**src/hdl/assert_macros.svh**
```systemverilog
// Assertion macros used by the allocator datapath
`ifndef ASSERT_MACROS_SVH
`define ASSERT_MACROS_SVH

// same-cycle implication, disabled during reset
`define ASSERT_IMP(lbl, ck, rn, ante, cons) \
	lbl: assert property (@(posedge ck) disable iff (!rn) (ante) |-> (cons)) \
		else $error("same-cycle implication failed");

// next-cycle implication, disabled during reset
`define ASSERT_NXT(lbl, ck, rn, ante, cons) \
	lbl: assert property (@(posedge ck) disable iff (!rn) (ante) |=> (cons)) \
		else $error("next-cycle implication failed");

`endif

```
**src/hdl/ffba_pkg.sv**
```systemverilog
// Shared types and constants of the first-fit block allocator
package ffba_pkg;

	localparam int MEM_UNITS_DEF = 1024;
	localparam int RES_W         = 10;
	localparam int BASE_W        = 10;
	localparam int COUNT_W       = 11;
	localparam logic [RES_W-1:0] RES_RST = 10'd64;

	typedef enum logic {
		REQ_ALLOC   = 1'b0,
		REQ_RELEASE = 1'b1
	} req_t;

	typedef enum logic [2:0] {
		ST_CLEAR,
		ST_IDLE,
		ST_DECIDE,
		ST_SCAN,
		ST_MARK,
		ST_DONE
	} state_t;

	typedef struct packed {
		logic load;
		logic scan;
		logic mark_go;
		logic mark;
		logic emit;
	} ctl_cmd_t;

	typedef struct packed {
		logic is_release;
		logic skip;
		logic found;
		logic exhausted;
		logic mark_last;
	} dp_sts_t;

endpackage

```
**src/hdl/first_fit_block_allocator.sv**
```systemverilog
// Top level of the first-fit block allocator
// After reset the block runs a clearing pass over the occupancy memory,
// one unit a cycle, with busy high; the reserved_units register may be
// written during it. A release of n units clears them from start_unit up,
// stopping at the last unit of the memory; nothing is freed when n is zero.
// An allocation reads the occupancy memory one unit a cycle through its
// single read port from unit 0 up to the last unit of the first fitting run
// (or to the usable limit on failure), then writes the n granted units one a
// cycle. The result stands on granted and base_unit from the cycle in which
// done is high (a single cycle, it cannot be held off) until the next request
// is loaded; a new request may be started in that same cycle.
module first_fit_block_allocator #(
	parameter int MEM_UNITS = ffba_pkg::MEM_UNITS_DEF
) (
	input  logic                         clk,
	input  logic                         arst_n,
	input  logic                         start,
	output logic                         busy,
	input  logic                         req_type,
	input  logic [ffba_pkg::BASE_W-1:0]  start_unit,
	input  logic [ffba_pkg::COUNT_W-1:0] unit_count,
	input  logic                         cfg_we,
	input  logic [ffba_pkg::RES_W-1:0]   cfg_data,
	output logic                         done,
	output logic                         granted,
	output logic [ffba_pkg::BASE_W-1:0]  base_unit
);
	import ffba_pkg::*;

	ctl_cmd_t cmd;
	dp_sts_t  sts;

	ffba_ctrl u_ctrl (
		.clk    (clk),
		.arst_n (arst_n),
		.start  (start),
		.sts    (sts),
		.cmd    (cmd),
		.busy   (busy)
	);

	ffba_datapath #(
		.MEM_UNITS (MEM_UNITS)
	) u_datapath (
		.clk        (clk),
		.arst_n     (arst_n),
		.cmd        (cmd),
		.sts        (sts),
		.cfg_we     (cfg_we),
		.cfg_data   (cfg_data),
		.req_type   (req_type),
		.start_unit (start_unit),
		.unit_count (unit_count),
		.granted    (granted),
		.base_unit  (base_unit),
		.done       (done)
	);

endmodule

```
**src/hdl/ffba_ctrl.sv**
```systemverilog
// Controller state machine of the first-fit block allocator
module ffba_ctrl (
	input  logic               clk,
	input  logic               arst_n,
	input  logic               start,
	input  ffba_pkg::dp_sts_t  sts,
	output ffba_pkg::ctl_cmd_t cmd,
	output logic               busy
);
	import ffba_pkg::*;

	state_t state_q;
	state_t state_d;

	always_ff @(posedge clk or negedge arst_n) begin
		if (!arst_n) begin
			state_q <= ST_CLEAR;
		end else begin
			state_q <= state_d;
		end
	end

	always_comb begin
		state_d = state_q;
		case (state_q)
			ST_CLEAR: begin
				if (sts.mark_last) state_d = ST_IDLE;
			end
			ST_IDLE: begin
				if (start) state_d = ST_DECIDE;
			end
			ST_DECIDE: begin
				if (sts.skip) state_d = ST_DONE;
				else if (sts.is_release) state_d = ST_MARK;
				else state_d = ST_SCAN;
			end
			ST_SCAN: begin
				if (sts.found) state_d = ST_MARK;
				else if (sts.exhausted) state_d = ST_DONE;
			end
			ST_MARK: begin
				if (sts.mark_last) state_d = ST_DONE;
			end
			ST_DONE: begin
				state_d = ST_IDLE;
			end
			default: begin
				state_d = ST_IDLE;
			end
		endcase
	end

	always_comb begin
		cmd  = '0;
		busy = 1'b1;
		case (state_q)
			ST_CLEAR: begin
				cmd.mark = 1'b1;
			end
			ST_IDLE: begin
				busy     = 1'b0;
				cmd.load = start;
			end
			ST_DECIDE: begin
				cmd.mark_go = sts.is_release && !sts.skip;
			end
			ST_SCAN: begin
				cmd.scan    = 1'b1;
				cmd.mark_go = sts.found;
			end
			ST_MARK: begin
				cmd.mark = 1'b1;
			end
			ST_DONE: begin
				cmd.emit = 1'b1;
			end
			default: begin
				cmd = '0;
			end
		endcase
	end

endmodule

```
**src/hdl/ffba_datapath.sv**
```systemverilog
// Datapath of the first-fit block allocator: occupancy memory, scan and mark
`include "assert_macros.svh"
module ffba_datapath #(
	parameter int MEM_UNITS = ffba_pkg::MEM_UNITS_DEF
) (
	input  logic                         clk,
	input  logic                         arst_n,
	input  ffba_pkg::ctl_cmd_t           cmd,
	output ffba_pkg::dp_sts_t            sts,
	input  logic                         cfg_we,
	input  logic [ffba_pkg::RES_W-1:0]   cfg_data,
	input  logic                         req_type,
	input  logic [ffba_pkg::BASE_W-1:0]  start_unit,
	input  logic [ffba_pkg::COUNT_W-1:0] unit_count,
	output logic                         granted,
	output logic [ffba_pkg::BASE_W-1:0]  base_unit,
	output logic                         done
);
	import ffba_pkg::*;

	localparam int UW = $clog2(MEM_UNITS);
	localparam int PW = UW + 1;
	localparam int CW = (PW > COUNT_W) ? PW : COUNT_W;
	localparam int BW = CW + 1;

	logic mem [MEM_UNITS];

	logic [RES_W-1:0]   res_q;
	logic               done_q;
	logic [PW-1:0]      wptr_q;
	logic [CW-1:0]      wcnt_q;
	logic               wval_q;
	logic [PW-1:0]      iss_q;
	logic               vld_s1;
	logic               rd_data_s1;
	logic [UW-1:0]      chk_s1;

	logic               req_q;
	logic [BASE_W-1:0]  start_q;
	logic [COUNT_W-1:0] count_q;
	logic [PW-1:0]      limit_q;
	logic [COUNT_W-1:0] run_q;
	logic               granted_q;
	logic [BASE_W-1:0]  base_q;

	logic               issue;
	logic               found;
	logic [BW-1:0]      found_base;
	logic [PW-1:0]      limit_d;

	assign issue      = cmd.scan && (iss_q < limit_q);
	assign found      = vld_s1 && !rd_data_s1
	                    && ((COUNT_W+1)'(run_q) + (COUNT_W+1)'(1) == (COUNT_W+1)'(count_q));
	assign found_base = BW'(chk_s1) + BW'(1) - BW'(count_q);
	assign limit_d    = (CW'(res_q) < CW'(MEM_UNITS))
	                    ? PW'(CW'(MEM_UNITS) - CW'(res_q)) : '0;

	always_comb begin
		sts.is_release = (req_q == REQ_RELEASE);
		sts.skip       = (count_q == '0)
		                 || ((req_q == REQ_RELEASE) && (CW'(start_q) >= CW'(MEM_UNITS)));
		sts.found      = found;
		sts.exhausted  = !vld_s1 && (iss_q >= limit_q);
		sts.mark_last  = (wcnt_q == CW'(1)) || (wptr_q == PW'(MEM_UNITS - 1));
	end

	always_ff @(posedge clk or negedge arst_n) begin
		if (!arst_n) begin
			res_q  <= RES_RST;
			done_q <= 1'b0;
			wptr_q <= '0;
			wcnt_q <= CW'(MEM_UNITS);
			wval_q <= 1'b0;
			iss_q  <= '0;
			vld_s1 <= 1'b0;
		end else begin
			if (cfg_we) res_q <= cfg_data;
			done_q <= cmd.emit;
			if (cmd.load) begin
				iss_q  <= '0;
				vld_s1 <= 1'b0;
			end else begin
				vld_s1 <= issue && !found;
				if (issue) iss_q <= iss_q + PW'(1);
			end
			if (cmd.mark_go) begin
				wcnt_q <= CW'(count_q);
				if (req_q == REQ_RELEASE) begin
					wptr_q <= PW'(start_q);
					wval_q <= 1'b0;
				end else begin
					wptr_q <= PW'(found_base);
					wval_q <= 1'b1;
				end
			end else if (cmd.mark) begin
				wptr_q <= wptr_q + PW'(1);
				wcnt_q <= wcnt_q - CW'(1);
			end
		end
	end

	always_ff @(posedge clk) begin
		if (cmd.load) begin
			req_q     <= req_type;
			start_q   <= start_unit;
			count_q   <= unit_count;
			limit_q   <= limit_d;
			run_q     <= '0;
			granted_q <= (req_type == REQ_RELEASE);
			base_q    <= (req_type == REQ_RELEASE) ? start_unit : '0;
		end else if (cmd.scan && vld_s1) begin
			if (rd_data_s1) run_q <= '0;
			else run_q <= run_q + COUNT_W'(1);
			if (found) begin
				granted_q <= 1'b1;
				base_q    <= found_base[BASE_W-1:0];
			end
		end
		chk_s1 <= iss_q[UW-1:0];
	end

	always_ff @(posedge clk) begin
		if (cmd.mark) mem[wptr_q[UW-1:0]] <= wval_q;
		rd_data_s1 <= mem[iss_q[UW-1:0]];
	end

	assign granted   = granted_q;
	assign base_unit = base_q;
	assign done      = done_q;

	`ASSERT_IMP(a_mark_in_range, clk, arst_n, cmd.mark, wptr_q < PW'(MEM_UNITS))
	`ASSERT_IMP(a_found_below_limit, clk, arst_n, cmd.scan && found, PW'(chk_s1) < limit_q)
	`ASSERT_IMP(a_found_nonzero, clk, arst_n, cmd.scan && found, count_q != '0)
	`ASSERT_NXT(a_done_single, clk, arst_n, done_q, !done_q)

endmodule

```
**config.mk**
```make
export PLATFORM = sky130hd
export DESIGN_NAME = first_fit_block_allocator
export DESIGN_NICKNAME = d
export VERILOG_FILES = /design/src/hdl/ffba_pkg.sv /design/src/hdl/first_fit_block_allocator.sv /design/src/hdl/ffba_ctrl.sv /design/src/hdl/ffba_datapath.sv
export VERILOG_INCLUDE_DIRS = /design/src /design/src/hdl
export SDC_FILE = /design/constraint.sdc
export NUM_CORES = 2
export LEC_CHECK = 0
export BUFFER_PORTS_ARGS = -buffer_cell sky130_fd_sc_hd__buf_2
export CORE_MARGIN = 2
export CORE_UTILIZATION = 55
export DETAILED_ROUTE_END_ITERATION = 10
export PLACE_DENSITY_LB_ADDON = 0.12
export SYNTH_ARGS = -nofsm -noshare
export SYNTH_HDL_FRONTEND = slang
export SYNTH_HIERARCHICAL = 1
export SYNTH_SLANG_ARGS = --single-unit
```
**constraint.sdc**
```tcl
create_clock -name clk -period 21.1 [get_ports clk]
set_clock_uncertainty 0.2 [all_clocks]
set_input_delay 3.165 -clock clk [delete_from_list [all_inputs] [get_ports clk]]
set_output_delay 3.165 -clock clk [all_outputs]
set_load 0.005 [all_outputs]
```
* After elaboration in Yosys (flattened, before gate mapping)
Memory sizes are Yosys's and may differ from the RTL's. A register that Yosys moved wholly into a read port is not among the register bits.
Index checks and enable logic that the tools add are counted.
** Storage, ports and cells
- Register bits after elaboration :: 114
- Bits in writable memories :: 1024
- Bits of input ports :: 36
- Output and inout bits :: 13
- Logic and storage cells :: 93
- Memories kept :: 1
** Memory list
- u_datapath.mem :: depth 1024, bits a word 1, read ports 1, clocked after memory_dff 1, wr ports 1, RTL line ffba_datapath.sv:26 : logic mem [MEM_UNITS];
** Cells by class
- $add $sub $neg :: 8
- $lt $le $gt $ge :: 2
- Equality and inequality tests :: 12
- Multiplexer cells :: 33
- Reduce and logical (&&, ||, !) cells :: 21
** Operators with widths (count)
- $mux W11 :: 8
- $mux W10 :: 4
- $add A11 B1 Y11 const B :: 3
- $mux W3 :: 7
- $pmux W3 S5 :: 1
- $add A11 B1 Y12 const B :: 1
- $eq A12 B11 Y1 :: 1
- $mux W1 :: 12
- $add A10 B1 Y11 const B :: 1
- $eq A11 B1 Y1 const B :: 1
- $eq A11 B10 Y1 const B :: 1
- $ge A11 B11 Y1 :: 1
- $logic_not A11 Y1 :: 1
- $lt A11 B11 Y1 :: 1
- $sub A11 B1 Y11 const B :: 1
- $sub A11 B10 Y11 const A :: 1
- $sub A11 B11 Y11 :: 1
- $reduce_bool A2 Y1 :: 4
- $logic_and A1 B1 Y1 :: 7
- $eq A3 B2 Y1 const B :: 2
- $eq A3 B3 Y1 const B :: 2
- $ne A2 B2 Y1 const B :: 3
- $logic_not A1 Y1 :: 4
- $reduce_and A4 Y1 :: 1
- 7 further kinds :: 7

* Logic depth before layout (Yosys ltp)
- Depth after elaboration :: 6
- Depth in mapped cells :: 18
- Gate-level depth less buffers :: 13

* Cells and area by module
Netlist, hierarchy kept.
** Modules (own cells, without submodules)
- ffba_datapath :: instances 1, cells an instance 3574, area an instance 49926.6 µm², seq. area each 33664.8 µm²
- ffba_ctrl :: instances 1, cells an instance 25, area an instance 216.5 µm², seq. area each 75.1 µm²

* Worst setup path before layout
Ideal clock, no wire load.
- Path type :: reg-to-reg
- Start :: reg u_datapath.wval_q
- End :: mem u_datapath.mem[0], data pin
- Arrival :: 11.826 ns
- Data required time :: 18.294 ns
- Setup slack :: 6.467 ns
- Stages on the path, launching flop included :: 1
- Path buffers :: 0
- Clock period less this slack :: 14.633 ns
- Cells stage by stage :: dfrtp_1
** RTL lines
- start, declared :: RTL line ffba_datapath.sv:32 : logic wval_q;
- start signal, assigned :: RTL line ffba_datapath.sv:73 : wval_q <= 1'b0;
- start signal, assigned :: RTL line ffba_datapath.sv:90 : wval_q <= 1'b0;
- start signal, assigned :: RTL line ffba_datapath.sv:93 : wval_q <= 1'b1;
- end, declared :: RTL line ffba_datapath.sv:26
Straight into the memory's write port.

==> impl_metrics.json <==
{
  "rrSetupSlack_ps": 15950,
  "hold_viol_final": 0,
  "synthTopCellsByArea": "edfxtp_1, mux4_2, nor2_1",
  "grt_pass1_vias": 30220,
  "pin_count": 49,
  "dr.pass1.iters": 7,
  "cts_buffer_depth": 3,
  "cts_tree": "done",
  "syn-instance-count": 3599,
  "vdd_ir_drop_max_mv": 0.100,
  "synth_area_sq_um": 50100,
  "yosys-top-cells-count": "nor2_1, edfxtp_1, mux4_2",
  "fmax_mhz": 194,
  "place_inst": 4548,
  "slew_headroom_pct": 7.71,
  "fin_cells": 4762,
  "crit_required_ps": 21470,
  "cts_resized": 0,
  "yosysMostFrequentCell": "nor2_1",
  "drc": 0,
  "period_needed_ps": 5150,
  "critical_path.max_fanout": 95,
  "synthesis.nets": 3675,
  "grt_max_degree": 318,
  "hold_class": "flip-flop to flip-flop",
  "cp-end-kind": "flip-flop",
  "synth_top_area_cell": "edfxtp_1",
  "cts_sinks": 1139,
  "fin_nets": 3566,
  "clk_latency_ps": 690,
  "die_w_microns": 306,
  "leakagePower_nw": 16.7,
  "vias_per_cell": 6.49,
  "cp_slowest_stage_delay_ps": 880,
  "final-setup-viol-count": 0,
  "grt-ovfl-total": 0,
  "routed_wl_mm": 137,
  "fillers": 6751,
  "synth-edff-count": 1068,
  "tns_ps": 0,
  "htree_levels": 3,
  "cts_root_buf": "clkbuf_16",
  "worst_path_max_delay_cell": "dfrtp_4",
  "power_density_nw_per_um2": 120,
  "dieArea_sq_um": 93600,
  "crit_chain": "buf_12, buf_4, mux4_2, a22oi_1, o21ai_0, nor4_2, a21oi_1, a221oi_1, o32ai_1",
  "syn_to_final_growth_pct": 9.34,
  "drive_above_1_share_pct": 16.7,
  "via_count": 30918,
  "syn_area_per_cell_sq_um": 13.9,
  "ant_nets": 0,
  "die_h_microns": 306,
  "ctsHoldBuffers": 0,
  "cts_inserted_buffers": 116,
  "critical_path_class": "flip-flop to flip-flop",
  "grt_setup_unrepaired": "false",
  "place_congestion": 0.816,
  "whs_endpoint": "u_datapath/chk_s1[4]",
  "worstMarginPinSlew_ps": 1380,
  "ys_ff_latch": 1139,
  "status": "finished, final reports clean",
  "ys_async_sr_fraction_pct": 4.30,
  "initial_core_util_pct": 55.6,
  "start_kind": "flip-flop",
  "ff2ff_path_depth": 9,
  "antenna_found_initial": 1,
  "grt_pass1_wl_mm": 199,
  "yosysTopAreaCellShare_pct": 64.0,
  "timing.rr.start": "u_datapath/iss_q[0]",
  "wire_per_inst_microns": 28.7,
  "synth_cell_types": 76,
  "core.rowCount": 110,
  "drt-initial-drc-count": 4309,
  "grtUsageTotal_pct": 29.3,
  "numPortBuffers": 48,
  "hold_path.startpoint": "u_datapath/iss_q[4]",
  "post_cts_buffers": 0,
  "clkTransAtPathRegs_ps": 60,
  "cp.arrival_ps": 5520,
  "core-area_sq_um": 90100,
  "drv_slew": 0,
  "synth_flop_cell": "edfxtp_1",
  "dp_hpwl_mm": 71.5,
  "fin_crit_sh_pct": 24.4,
  "hold_depth": 0,
  "yosys_warnings": 6,
  "cap_violations": 0,
  "yosysSeqAreaShare_pct": 67.3,
  "r2r-end": "u_datapath/rd_data_s1"
}
-- worst max-delay path by stage --
stage                         from  slack (ps)                    end  cells past startpoint
3_5_place_dp   u_datapath/iss_q[0]       15880  u_datapath/rd_data_s1                      9
2_1_floorplan    u_datapath/wval_q        6470      u_datapath/mem[0]                      0
4_1_cts        u_datapath/iss_q[0]       15860  u_datapath/rd_data_s1                      9
6_report       u_datapath/iss_q[0]       15950  u_datapath/rd_data_s1                      9
3_3_place_gp   u_datapath/iss_q[0]       15410  u_datapath/rd_data_s1                      9
5_1_grt        u_datapath/iss_q[0]       15620  u_datapath/rd_data_s1                      9
-- state kept, by name (all words and copies together) (netlist names) --
| register | flops |
|---|---|
| u_datapath/req_q | 1 |
| u_datapath/wptr_q | 11 |
| u_datapath/vld_s1 | 1 |
| u_datapath/run_q | 11 |
| u_datapath/rd_data_s1 | 1 |
| u_datapath/iss_q | 11 |
| u_datapath/wcnt_q | 11 |
| u_datapath/res_q | 10 |
| u_datapath/count_q | 11 |
| u_datapath/chk_s1 | 10 |
| u_datapath/granted | 1 |
| u_datapath/wval_q | 1 |
| u_datapath/done | 1 |
| u_datapath/limit_q | 11 |
| u_datapath/start_q | 10 |
| u_datapath/base_unit | 10 |
| u_ctrl/state_q | 3 |
| u_datapath/mem | 1024 |
-- layer usage --
layer,global-route usage [%],vias to the layer above,share of wire [%]
met5,0,-,0
li1,-,12950,-
met4,9.83,0,3.6
met3,5.00,306,9.9
met2,48.2,1664,49
met1,40.1,15998,38
-- layout by cell type (no fill, tap or decap), drive strengths merged, types with 44 or more instances in the layout --
master,n
nor2,1072
edfxtp,1068
mux4,247
clkbuf,149
nand2,144
buf,97
o21ai,64
a21oi,58
clkinv,52
dfrtp,47
a22oi,46
nand3,46
xnor2,45
inv,44
-- cells by family (layout without fill, tap and decap cells) --
kind of cell	after synthesis	in the layout	synth area share (%)
buffers and inverters	367	353	3.16
and+or+nand+nor	1412	1412	11.5
other	0	1	0
adders and majority gates	40	40	1.01
DFF	1139	1139	67.3
muxes	305	305	12.3
xor gates and xnor gates	61	61	1.07
AOI/OAI and AO/OA	275	275	3.65
-- metrics by stage --
stage / power [mW] / setup WS, ps / hold WS, ps / cell area (sq um) / utilization (%)
global placement: 4.57 / 15410 / 221 / 51200 / 56.8
floorplan: 4.37 / 6470 / 172 / 50100 / -
global route: 6.79 / 15620 / 249 / 54800 / 60.8
finish: 6.56 / 15950 / 240 / 54800 / 60.8
detailed placement: 4.62 / 15880 / 222 / 51200 / 56.8
CTS: 6.58 / 15860 / 244 / 54800 / 60.8
-- cell type report --
cell class	instances	area [sq um]	area share (%)
Sequential cell	1139	33800	61.6
Antenna cell	1	2.50	0.00456
Tap cell	1176	1470	2.68
Timing Repair Buffer	97	646	1.18
Inverter	43	161	0.294
Multi-Input combinational cell	2093	15200	27.7
Clock buffer	149	3110	5.67
Clock inverter	64	513	0.936
-- power by group --
part | switching [mW] | internal (mW)
sequential | 0.142 | 2.81
combinational | 1.05 | 0.586
clock | 0.850 | 1.12
total | 2.04 | 4.51
-- critical path: cells and delay by family (launching register included) --
| family | cells | cell delay (ps) |
|---|---|---|
| buffers and inverters | 2 | 1350 |
| AO/OA/AOI/OAI | 5 | 1070 |
| flip-flops | 1 | 880 |
| AND/OR/NAND/NOR | 1 | 830 |
| multiplexers | 1 | 590 |
Power figures use the tool's default switching activity.
